<file path="src/rtl/evq_pkg.sv">
package evq_pkg;

  localparam int unsigned DEPTH_DEF   = 16;
  localparam int unsigned PAYLOAD_DEF = 32;
  localparam int unsigned COUNT_DEF   = 32;
  localparam int unsigned CAP_BITS    = 5;

  typedef enum logic [2:0] {
    REQ_ENQ   = 3'd0,
    REQ_DEQ   = 3'd1,
    REQ_PURGE = 3'd2,
    REQ_CLR   = 3'd3,
    REQ_QUERY = 3'd4
  } req_e;

  typedef enum logic [1:0] {
    POL_DROP_NEW = 2'd0,
    POL_DROP_LOW = 2'd1,
    POL_BLOCK    = 2'd2,
    POL_INVALID  = 2'd3
  } pol_e;

  typedef enum logic [1:0] {
    ST_OK    = 2'd0,
    ST_FULL  = 2'd1,
    ST_EMPTY = 2'd2,
    ST_INVAL = 2'd3
  } status_e;

  typedef enum logic [4:0] {
    S_IDLE  = 5'b00001,
    S_EXEC  = 5'b00010,
    S_SCAN  = 5'b00100,
    S_SHIFT = 5'b01000,
    S_DONE  = 5'b10000
  } state_e;

endpackage

</file>
<file path="src/rtl/evq_in_if.sv">
interface evq_in_if #(
  parameter int unsigned PAYLOAD_BITS = 32
);
  logic                    valid;
  logic                    ready;
  logic [2:0]              req_type;
  logic [1:0]              overflow_policy;
  logic [7:0]              in_type;
  logic [7:0]              in_priority;
  logic [PAYLOAD_BITS-1:0] in_payload;

  modport source (output valid, req_type, overflow_policy, in_type, in_priority, in_payload,
                  input ready);
  modport sink (input valid, req_type, overflow_policy, in_type, in_priority, in_payload,
                output ready);
endinterface

</file>
<file path="src/rtl/evq_out_if.sv">
interface evq_out_if #(
  parameter int unsigned PAYLOAD_BITS = 32,
  parameter int unsigned COUNT_BITS   = 32,
  parameter int unsigned DEPTH_BITS   = 5
);
  logic                    valid;
  logic                    ready;
  logic [1:0]              status;
  logic [7:0]              out_type;
  logic [7:0]              out_priority;
  logic [PAYLOAD_BITS-1:0] out_payload;
  logic [DEPTH_BITS-1:0]   depth_now;
  logic                    is_full;
  logic                    is_empty;
  logic [COUNT_BITS-1:0]   enqueue_total;
  logic [COUNT_BITS-1:0]   dequeue_total;
  logic [COUNT_BITS-1:0]   overflow_total;
  logic [COUNT_BITS-1:0]   drop_total;
  logic [DEPTH_BITS-1:0]   peak_depth;

  modport source (output valid, status, out_type, out_priority, out_payload, depth_now,
                  is_full, is_empty, enqueue_total, dequeue_total, overflow_total,
                  drop_total, peak_depth, input ready);
  modport sink (input valid, status, out_type, out_priority, out_payload, depth_now,
                is_full, is_empty, enqueue_total, dequeue_total, overflow_total,
                drop_total, peak_depth, output ready);
endinterface

</file>
<file path="src/rtl/event_fifo_with_priority_eviction_top.sv">
// a request is taken in S_IDLE, executed in S_EXEC and held in S_DONE until the result register is free
// a full enqueue under drop-lowest first scans with one memory read per entry to find the
// worst one, then, if the new event is kept, shifts with one read and write per entry to close the gap
// one request in flight at a time; the result register lets the next request in early
// reset: queue empty, counters and watermark zero, capacity DEPTH; no clearing pass
module event_fifo_with_priority_eviction_top #(
  parameter int unsigned DEPTH        = evq_pkg::DEPTH_DEF,
  parameter int unsigned PAYLOAD_BITS = evq_pkg::PAYLOAD_DEF,
  parameter int unsigned COUNT_BITS   = evq_pkg::COUNT_DEF
) (
  input  logic                          clk_i,
  input  logic                          rst_ni,
  input  logic                          capacity_in_use_we_i,
  input  logic [evq_pkg::CAP_BITS-1:0]  capacity_in_use_i,
  evq_in_if.sink                        in_i,
  evq_out_if.source                     out_o
);
  import evq_pkg::*;

  localparam int unsigned AW = (DEPTH > 1) ? $clog2(DEPTH) : 1;
  localparam int unsigned CW = $clog2(DEPTH + 1);
  localparam int unsigned EW = 16 + PAYLOAD_BITS;

  function automatic logic [AW-1:0] phys(input logic [AW-1:0] h, input logic [CW:0] i);
    logic [CW+1:0] s;
    s = (CW+2)'(h) + (CW+2)'(i);
    if (s >= (CW+2)'(DEPTH)) s = s - (CW+2)'(DEPTH);
    return AW'(s);
  endfunction

  logic [EW-1:0] mem_q [DEPTH];
  logic [EW-1:0] rd_data_q;
  logic [AW-1:0] rd_addr;
  logic          wr_en;
  logic [AW-1:0] wr_addr;
  logic [EW-1:0] wr_data;

  state_e state_q, state_d;
  logic [CAP_BITS-1:0] cap_q;
  logic [CW-1:0] eff_cap;
  logic [AW-1:0] head_q, head_d;
  logic [CW-1:0] fill_q, fill_d, wm_q, wm_d;
  logic [COUNT_BITS-1:0] enq_q, enq_d, deq_q, deq_d, ovf_q, ovf_d, drop_q, drop_d;
  logic [CW-1:0] idx_q, idx_d, worst_q, worst_d;
  logic [7:0] worst_prio_q, worst_prio_d;

  logic [2:0] req_q;
  logic [1:0] pol_q;
  logic [7:0] typ_q, prio_q;
  logic [PAYLOAD_BITS-1:0] pay_q;

  logic [1:0] res_st_q, res_st_d;
  logic [EW-1:0] res_ev_q, res_ev_d;

  logic in_xfer, out_free, out_load, ovalid_q;

  assign eff_cap = (cap_q == '0) ? CW'(1) :
                   (int'(cap_q) > int'(DEPTH)) ? CW'(DEPTH) : CW'(cap_q);
  assign in_i.ready = (state_q == S_IDLE);
  assign in_xfer    = in_i.valid && in_i.ready;
  assign out_free   = !ovalid_q || out_o.ready;
  assign out_load   = (state_q == S_DONE) && out_free;

  always_ff @(posedge clk_i or negedge rst_ni) begin
    if (!rst_ni) begin
      cap_q <= CAP_BITS'(DEPTH);
    end else if (capacity_in_use_we_i) begin
      cap_q <= capacity_in_use_i;
    end
  end

  always_ff @(posedge clk_i) begin
    if (wr_en) mem_q[wr_addr] <= wr_data;
    rd_data_q <= mem_q[rd_addr];
  end

  always_ff @(posedge clk_i) begin
    if (in_xfer) begin
      req_q  <= in_i.req_type;
      pol_q  <= in_i.overflow_policy;
      typ_q  <= in_i.in_type;
      prio_q <= in_i.in_priority;
      pay_q  <= in_i.in_payload;
    end
    res_st_q     <= res_st_d;
    res_ev_q     <= res_ev_d;
    idx_q        <= idx_d;
    worst_q      <= worst_d;
    worst_prio_q <= worst_prio_d;
  end

  always_comb begin
    state_d      = state_q;
    head_d       = head_q;
    fill_d       = fill_q;
    wm_d         = wm_q;
    enq_d        = enq_q;
    deq_d        = deq_q;
    ovf_d        = ovf_q;
    drop_d       = drop_q;
    idx_d        = idx_q;
    worst_d      = worst_q;
    worst_prio_d = worst_prio_q;
    res_st_d     = res_st_q;
    res_ev_d     = res_ev_q;
    rd_addr      = head_q;
    wr_en        = 1'b0;
    wr_addr      = phys(head_q, (CW+1)'(fill_q));
    wr_data      = {typ_q, prio_q, pay_q};
    case (state_q)
      S_IDLE: begin
        if (in_xfer) state_d = S_EXEC;
      end
      S_EXEC: begin
        res_st_d = ST_OK;
        res_ev_d = '0;
        state_d  = S_DONE;
        case (req_q)
          REQ_ENQ: begin
            if (fill_q < eff_cap) begin
              wr_en  = 1'b1;
              fill_d = fill_q + CW'(1);
              enq_d  = enq_q + COUNT_BITS'(1);
              if (fill_d > wm_q) wm_d = fill_d;
            end else begin
              ovf_d = ovf_q + COUNT_BITS'(1);
              case (pol_q)
                POL_DROP_NEW, POL_BLOCK: res_st_d = ST_FULL;
                POL_DROP_LOW: begin
                  worst_d      = '0;
                  worst_prio_d = rd_data_q[PAYLOAD_BITS +: 8];
                  idx_d        = CW'(1);
                  rd_addr      = phys(head_q, (CW+1)'(1));
                  state_d      = S_SCAN;
                end
                default: res_st_d = ST_INVAL;
              endcase
            end
          end
          REQ_DEQ: begin
            if (fill_q == '0) begin
              res_st_d = ST_EMPTY;
            end else begin
              res_ev_d = rd_data_q;
              head_d   = phys(head_q, (CW+1)'(1));
              fill_d   = fill_q - CW'(1);
              deq_d    = deq_q + COUNT_BITS'(1);
            end
          end
          REQ_PURGE: begin
            drop_d = drop_q + COUNT_BITS'(fill_q);
            fill_d = '0;
          end
          REQ_CLR: begin
            enq_d  = '0;
            deq_d  = '0;
            ovf_d  = '0;
            drop_d = '0;
            wm_d   = '0;
          end
          REQ_QUERY: ;
          default: res_st_d = ST_INVAL;
        endcase
      end
      S_SCAN: begin
        if (idx_q < fill_q) begin
          if (rd_data_q[PAYLOAD_BITS +: 8] > worst_prio_q) begin
            worst_d      = idx_q;
            worst_prio_d = rd_data_q[PAYLOAD_BITS +: 8];
          end
          idx_d   = idx_q + CW'(1);
          rd_addr = phys(head_q, (CW+1)'(idx_q) + (CW+1)'(1));
        end else begin
          drop_d = drop_q + COUNT_BITS'(1);
          if (prio_q > worst_prio_q) begin
            res_st_d = ST_FULL;
            state_d  = S_DONE;
          end else begin
            enq_d   = enq_q + COUNT_BITS'(1);
            idx_d   = worst_q;
            rd_addr = phys(head_q, (CW+1)'(worst_q) + (CW+1)'(1));
            state_d = S_SHIFT;
          end
        end
      end
      S_SHIFT: begin
        wr_en   = 1'b1;
        wr_addr = phys(head_q, (CW+1)'(idx_q));
        if ((CW+1)'(idx_q) + (CW+1)'(1) < (CW+1)'(fill_q)) begin
          wr_data = rd_data_q;
          idx_d   = idx_q + CW'(1);
          rd_addr = phys(head_q, (CW+1)'(idx_q) + (CW+1)'(2));
        end else begin
          if (fill_q > wm_q) wm_d = fill_q;
          res_st_d = ST_OK;
          state_d  = S_DONE;
        end
      end
      S_DONE: begin
        if (out_free) state_d = S_IDLE;
      end
      default: state_d = S_IDLE;
    endcase
  end

  always_ff @(posedge clk_i or negedge rst_ni) begin
    if (!rst_ni) begin
      state_q  <= S_IDLE;
      head_q   <= '0;
      fill_q   <= '0;
      wm_q     <= '0;
      enq_q    <= '0;
      deq_q    <= '0;
      ovf_q    <= '0;
      drop_q   <= '0;
      ovalid_q <= 1'b0;
    end else begin
      state_q <= state_d;
      head_q  <= head_d;
      fill_q  <= fill_d;
      wm_q    <= wm_d;
      enq_q   <= enq_d;
      deq_q   <= deq_d;
      ovf_q   <= ovf_d;
      drop_q  <= drop_d;
      if (out_load) ovalid_q <= 1'b1;
      else if (out_o.ready) ovalid_q <= 1'b0;
    end
  end

  always_ff @(posedge clk_i) begin
    if (out_load) begin
      out_o.status         <= res_st_q;
      out_o.out_type       <= res_ev_q[PAYLOAD_BITS+8 +: 8];
      out_o.out_priority   <= res_ev_q[PAYLOAD_BITS +: 8];
      out_o.out_payload    <= res_ev_q[PAYLOAD_BITS-1:0];
      out_o.depth_now      <= fill_q;
      out_o.is_full        <= (fill_q >= eff_cap);
      out_o.is_empty       <= (fill_q == '0);
      out_o.enqueue_total  <= enq_q;
      out_o.dequeue_total  <= deq_q;
      out_o.overflow_total <= ovf_q;
      out_o.drop_total     <= drop_q;
      out_o.peak_depth     <= wm_q;
    end
  end

  assign out_o.valid = ovalid_q;

  a_fill_bound : assert property (@(posedge clk_i) disable iff (!rst_ni)
    fill_q <= CW'(DEPTH)) else $error("fill count beyond depth");

  a_state_onehot : assert property (@(posedge clk_i) disable iff (!rst_ni)
    $onehot(state_q)) else $error("state not one-hot");

  a_evict_only_enq : assert property (@(posedge clk_i) disable iff (!rst_ni)
    (state_q == S_SCAN || state_q == S_SHIFT) |-> (req_q == REQ_ENQ && pol_q == POL_DROP_LOW))
    else $error("eviction without drop-lowest enqueue");

  a_evict_keeps_fill : assert property (@(posedge clk_i) disable iff (!rst_ni)
    (state_q == S_SHIFT) |=> $stable(fill_q)) else $error("eviction changed fill count");

endmodule

</file>
<file path="src/flat_wrapper.sv">
// flat-port wrapper written by rule: the top's interface ports become plain ports
module event_fifo_with_priority_eviction_top_flat import evq_pkg::*;
#(
  parameter int unsigned DEPTH        = evq_pkg::DEPTH_DEF,
  parameter int unsigned PAYLOAD_BITS = evq_pkg::PAYLOAD_DEF,
  parameter int unsigned COUNT_BITS   = evq_pkg::COUNT_DEF
)
  (clk_i, rst_ni, capacity_in_use_we_i, capacity_in_use_i, in_i_valid, in_i_req_type, in_i_overflow_policy, in_i_in_type, in_i_in_priority, in_i_in_payload, in_i_ready, out_o_valid, out_o_status, out_o_out_type, out_o_out_priority, out_o_out_payload, out_o_depth_now, out_o_is_full, out_o_is_empty, out_o_enqueue_total, out_o_dequeue_total, out_o_overflow_total, out_o_drop_total, out_o_peak_depth, out_o_ready);
  evq_in_if #(.PAYLOAD_BITS(PAYLOAD_BITS)) in_i_i ();
  evq_out_if #(.PAYLOAD_BITS(PAYLOAD_BITS), .COUNT_BITS(COUNT_BITS), .DEPTH_BITS(5)) out_o_i ();
  input  logic clk_i;
  input  logic rst_ni;
  input  logic capacity_in_use_we_i;
  input  logic [evq_pkg::CAP_BITS-1:0] capacity_in_use_i;
  input wire logic [$bits(in_i_i.valid)-1:0] in_i_valid;
  input wire logic [$bits(in_i_i.req_type)-1:0] in_i_req_type;
  input wire logic [$bits(in_i_i.overflow_policy)-1:0] in_i_overflow_policy;
  input wire logic [$bits(in_i_i.in_type)-1:0] in_i_in_type;
  input wire logic [$bits(in_i_i.in_priority)-1:0] in_i_in_priority;
  input wire logic [$bits(in_i_i.in_payload)-1:0] in_i_in_payload;
  output wire logic [$bits(in_i_i.ready)-1:0] in_i_ready;
  output wire logic [$bits(out_o_i.valid)-1:0] out_o_valid;
  output wire logic [$bits(out_o_i.status)-1:0] out_o_status;
  output wire logic [$bits(out_o_i.out_type)-1:0] out_o_out_type;
  output wire logic [$bits(out_o_i.out_priority)-1:0] out_o_out_priority;
  output wire logic [$bits(out_o_i.out_payload)-1:0] out_o_out_payload;
  output wire logic [$bits(out_o_i.depth_now)-1:0] out_o_depth_now;
  output wire logic [$bits(out_o_i.is_full)-1:0] out_o_is_full;
  output wire logic [$bits(out_o_i.is_empty)-1:0] out_o_is_empty;
  output wire logic [$bits(out_o_i.enqueue_total)-1:0] out_o_enqueue_total;
  output wire logic [$bits(out_o_i.dequeue_total)-1:0] out_o_dequeue_total;
  output wire logic [$bits(out_o_i.overflow_total)-1:0] out_o_overflow_total;
  output wire logic [$bits(out_o_i.drop_total)-1:0] out_o_drop_total;
  output wire logic [$bits(out_o_i.peak_depth)-1:0] out_o_peak_depth;
  input wire logic [$bits(out_o_i.ready)-1:0] out_o_ready;
  assign in_i_i.valid = in_i_valid;
  assign in_i_i.req_type = in_i_req_type;
  assign in_i_i.overflow_policy = in_i_overflow_policy;
  assign in_i_i.in_type = in_i_in_type;
  assign in_i_i.in_priority = in_i_in_priority;
  assign in_i_i.in_payload = in_i_in_payload;
  assign in_i_ready = in_i_i.ready;
  assign out_o_valid = out_o_i.valid;
  assign out_o_status = out_o_i.status;
  assign out_o_out_type = out_o_i.out_type;
  assign out_o_out_priority = out_o_i.out_priority;
  assign out_o_out_payload = out_o_i.out_payload;
  assign out_o_depth_now = out_o_i.depth_now;
  assign out_o_is_full = out_o_i.is_full;
  assign out_o_is_empty = out_o_i.is_empty;
  assign out_o_enqueue_total = out_o_i.enqueue_total;
  assign out_o_dequeue_total = out_o_i.dequeue_total;
  assign out_o_overflow_total = out_o_i.overflow_total;
  assign out_o_drop_total = out_o_i.drop_total;
  assign out_o_peak_depth = out_o_i.peak_depth;
  assign out_o_i.ready = out_o_ready;
  event_fifo_with_priority_eviction_top #(.DEPTH(DEPTH), .PAYLOAD_BITS(PAYLOAD_BITS), .COUNT_BITS(COUNT_BITS)) u_core (.clk_i(clk_i), .rst_ni(rst_ni), .capacity_in_use_we_i(capacity_in_use_we_i), .capacity_in_use_i(capacity_in_use_i), .in_i(in_i_i), .out_o(out_o_i));
endmodule
</file>
<file path="config.mk">
export PLATFORM = sky130hd
export DESIGN_NAME = event_fifo_with_priority_eviction_top_flat
export DESIGN_NICKNAME = d
export VERILOG_FILES = /design/src/rtl/evq_pkg.sv /design/src/rtl/evq_in_if.sv /design/src/rtl/evq_out_if.sv /design/src/rtl/event_fifo_with_priority_eviction_top.sv /design/src/flat_wrapper.sv
export SDC_FILE = /design/constraint.sdc
export NUM_CORES = 2
export LEC_CHECK = 0
export BUFFER_PORTS_ARGS = -buffer_cell sky130_fd_sc_hd__buf_4
export CELL_PAD_IN_SITES_DETAIL_PLACEMENT = 1
export CELL_PAD_IN_SITES_GLOBAL_PLACEMENT = 1
export CORE_MARGIN = 4
export CORE_UTILIZATION = 47
export CTS_BUF_LIST = sky130_fd_sc_hd__clkbuf_8
export CTS_CLUSTER_DIAMETER = 80
export CTS_CLUSTER_SIZE = 16
export DETAILED_ROUTE_END_ITERATION = 8
export PLACE_DENSITY_LB_ADDON = 0.1
export RECOVER_POWER = 25
export SKIP_LAST_GASP = 1
export SLEW_MARGIN = 20
export SYNTH_ARGS = -nofsm -noshare
export SYNTH_HDL_FRONTEND = slang
export SYNTH_SLANG_ARGS = --single-unit
</file>
<file path="constraint.sdc">
create_clock -name clk_i -period 10.7 [get_ports clk_i]
set_clock_uncertainty 0.15 [all_clocks]
set_input_delay 1.605 -clock clk_i [delete_from_list [all_inputs] [get_ports clk_i]]
set_output_delay 1.605 -clock clk_i [all_outputs]
set_load 0.05 [all_outputs]
</file>
==> summary.md <==
| Metric | Value |
|---|---|
| Slew Viols, Final | 261 |
| Post-route setup TNS | 0 ns |
| Global-route wire length before repair | 211000 um |
| Highest net fanout along the worst path | 192 |
| Number of synthesized flops with an enable pin | 1079 |
| Root Buffer | clkbuf_8 |
| Top area cells in the synthesized netlist | edfxtp_1 62%, dfrtp_1 7.2%, mux2_2 5.2% |
| Initial Utilization | 0.474 |
| Hold Crit Class | flip-flop to flip-flop |
| # rows | 122 |
| Critical path class | flip-flop to flip-flop |
| Asr flop ratio synth | 0.120 |
| Buffers on Ports | 254 |
| Via Count | 31162 |
| CTS Buf Count | 91 |
| DP Cell Count | 5109 |
| Final worst path period need | 6.77 ns |
| CP startpoint kind | flip-flop |
| Initial DRC Count | 2622 |
| Number of global-route vias before repair | 33113 |
| Router iterations before antenna repair | 6 |
| Critical path endpoint category | flip-flop |
| Pleak | 0.0203 uW |
| Global route total overflow | 0 |
| Outcome | finished, violations left |
| Synth Cell Area | 0.0524 mm^2 |
| Pin count of the biggest net entering global routing | 193 |
| Slew @ Worst Pin | 4.80 ns |
| Internal Power | 7160 uW |
| Clk network pwr share | 0.239 |
| PwrDens | 176 mW/mm^2 |
| Violated checks | capacitance limit, slew limit |
| Combinational Power Share | 0.166 |
| Postcts setup bufs | 0 |
| Final nets | 3849 |
| Worst hold slack | 0.263 ns |
| Global Route Usage Sum | 0.239 |
| Syn_area_per_cell | 15.0 um^2 |
| Sequential element share of the synthesized area | 0.709 |
| Switch Pwr | 2910 uW |
| Synth top area share | 0.618 |
| GPL Wtd Cong | 0.853 |
| Hpwl dp | 79000 um |
| Die width | 342 um |
| Critical Path RT | 11.20 ns |
| Area leader, netlist | edfxtp_1 |
| Max clock buf depth | 3 |
| RSZ-0062 raised after global routing | no |
| Detailed-route vias per instance | 5.91 |
| Die Y | 342 um |
| Worst slack after detailed placement | 4.88 ns |
| Gate count after technology mapping | 3505 |
| Ys flop type | edfxtp_1 |
| VDD IR max | 184 uV |
| Fmax | 0.148 GHz |
| Final Instance Count excl. Fillers | 5272 |
| Distinct cells, synth | 91 |
| Endpoints failing setup | 0 |
| Share of cells above drive strength 1 | 0.175 |
| FILL cells | 10716 |
| Initial antenna violation count | 5 |
| Final setup margin | 3.93 ns |
| Core Box Area | 0.111 mm^2 |
| TritonCTS clock tree | yes |
| CTS sink count | 1280 |
| Worst-Skew Late Latency | 0.79 ns |
| H-tree Lvls | 3 |
| Synth-to-Final Area Change | 8.98% |
| Post-route DRC | 0 |
| Reg power frac | 0.594 |
| Reg2Reg Depth | 15 |
| Final hold viol count | 0 |
| Sw Share | 0.289 |
| Routed WL | 142000 um |
| Worst slew margin | -2.20 |
| Fin crit share | 0.632 |
| Max-cap violations | 5 |
| Routed WL per cell | 26.9 um |
| Yosys reg bits | 1280 |
| Synthesis Warnings | 0 |
| Pwr Total | 10100 uW |
| Crit path DAT | 7.26 ns |
| Hold path depth | 0 |
| ANT nets after route | 0 |
| DIE AREA | 0.117 mm^2 |
| Count leader, synth | edfxtp_1 |
| List of most frequent post-synthesis cells | 1079 x edfxtp_1, 240 x mux2_2, 211 x nand2_1, 167 x nor2_1, 156 x a21oi_1 |
| I/O pin count | 255 |
| Syn_nets | 3639 |
| Clock transition at the registers of the reported paths | 0.11 ns |
| Hold Buf Count CTS | 0 |
| Post_cts resized | 0 |
layout by cell type, fill, tap and decap left out, drive strengths merged, types with 98 or more instances in the layout:
| cell type | Yosys | final |
|---|---|---|
| inv | 149 | 211 |
| buf | 92 | 152 |
| mux2 | 241 | 241 |
| a21oi | 157 | 157 |
| dfrtp | 151 | 151 |
| nor2 | 170 | 170 |
| edfxtp | 1079 | 1079 |
| and2 | 110 | 110 |
| o22ai | 98 | 98 |
| clkbuf | 89 | 240 |
| nand2 | 215 | 215 |
power by group through the flow:
stage | Sequential [uW] | Combinational, uW | Clock, uW
finish | 5980 | 1680 | 2410
global route | 6000 | 1840 | 2690
CTS | 5980 | 1700 | 2490
detailed placement | 6090 | 1690 | 0
global placement | 6090 | 1620 | 0
floorplan | 6000 | 1130 | 0
routing by layer:
layer,track usage,vias up,wire (um)
li1,-,13772,-
met1,0.329,16337,61600
met2,0.399,833,68900
met3,0.0335,220,7070
met4,0.0677,0,4140
met5,0,-,0
final timing paths:
| path | startpoint | end | slack [ns] |
|---|---|---|---|
| worst max register to register | u_core.idx_q[0] | u_core.rd_data_q[17] | 3.93 |
| worst min register to register | u_core.res_st_q[1] | u_core.out_o.status[1] | 0.26 |
| worst max-delay path | u_core.idx_q[0] | u_core.rd_data_q[17] | 3.93 |
| worst min-delay path | u_core.res_st_q[1] | u_core.out_o.status[1] | 0.26 |
| max in group asynchronous | rst_ni | u_core.deq_q[8] | 5.03 |
| min in group asynchronous | rst_ni | u_core.ovf_q[24] | 2.40 |
final cells by class:
cell class | instances | area (um^2) | area share
diodes | 2 | 5.00 | 0.0000876
repair buffers | 298 | 1930 | 0.0337
clock buffers | 94 | 1290 | 0.0226
multi-input cells | 1895 | 14000 | 0.245
flip-flops and latches | 1280 | 37200 | 0.651
inverters | 149 | 561 | 0.00981
clock inverters | 66 | 294 | 0.00515
well taps | 1488 | 1860 | 0.0326
per-stage QoR:
step,area [um^2],utilization
6_report,57100,0.516
5_1_grt,57100,0.516
4_1_cts,57600,0.520
3_3_place_gp,55900,0.505
3_5_place_dp,56000,0.506
2_1_floorplan,52400,-
flip-flops by register name, indices dropped and copies added, names as in the netlist, 32 cells and up:
register / count
u_core.pay_q: 32
u_core.res_ev_q: 48
u_core.out_o.drop_total: 32
u_core.rd_data_q: 48
u_core.out_o.dequeue_total: 32
u_core.mem_q: 768
u_core.out_o.out_payload: 32
u_core.ovf_q: 32
u_core.out_o.enqueue_total: 32
u_core.deq_q: 32
u_core.out_o.overflow_total: 32
u_core.enq_q: 32
u_core.drop_q: 32
critical path, stage by stage, from the launching register on:
cell and delay [ns]:
edfxtp_1 0.51, ha_1 0.24, nand3_1 0.11, xnor2_1 0.19
ha_1 0.33, inv_1 0.05, o221a_2 0.32, nand3_1 1.39
buf_4 0.78, o221ai_2 0.27, nor2_4 0.18, buf_12 0.62
nand3_4 0.45, buf_4 0.52, o22ai_1 0.31, nor4_2 0.11
kinds of logic (layout without fill, tap and decap cells):
group | after synthesis | in the layout | synth area share
DFF | 1280 | 1280 | 0.709
and+or+nand+nor | 831 | 831 | 0.0840
xor gates and xnor gates | 110 | 110 | 0.0184
muxes | 247 | 247 | 0.0530
other | 0 | 2 | 0
AOI/OAI and AO/OA | 636 | 636 | 0.0905
adders and majority gates | 71 | 71 | 0.0177
buffers and inverters | 330 | 607 | 0.0271
Power figures use the tool's default switching activity.
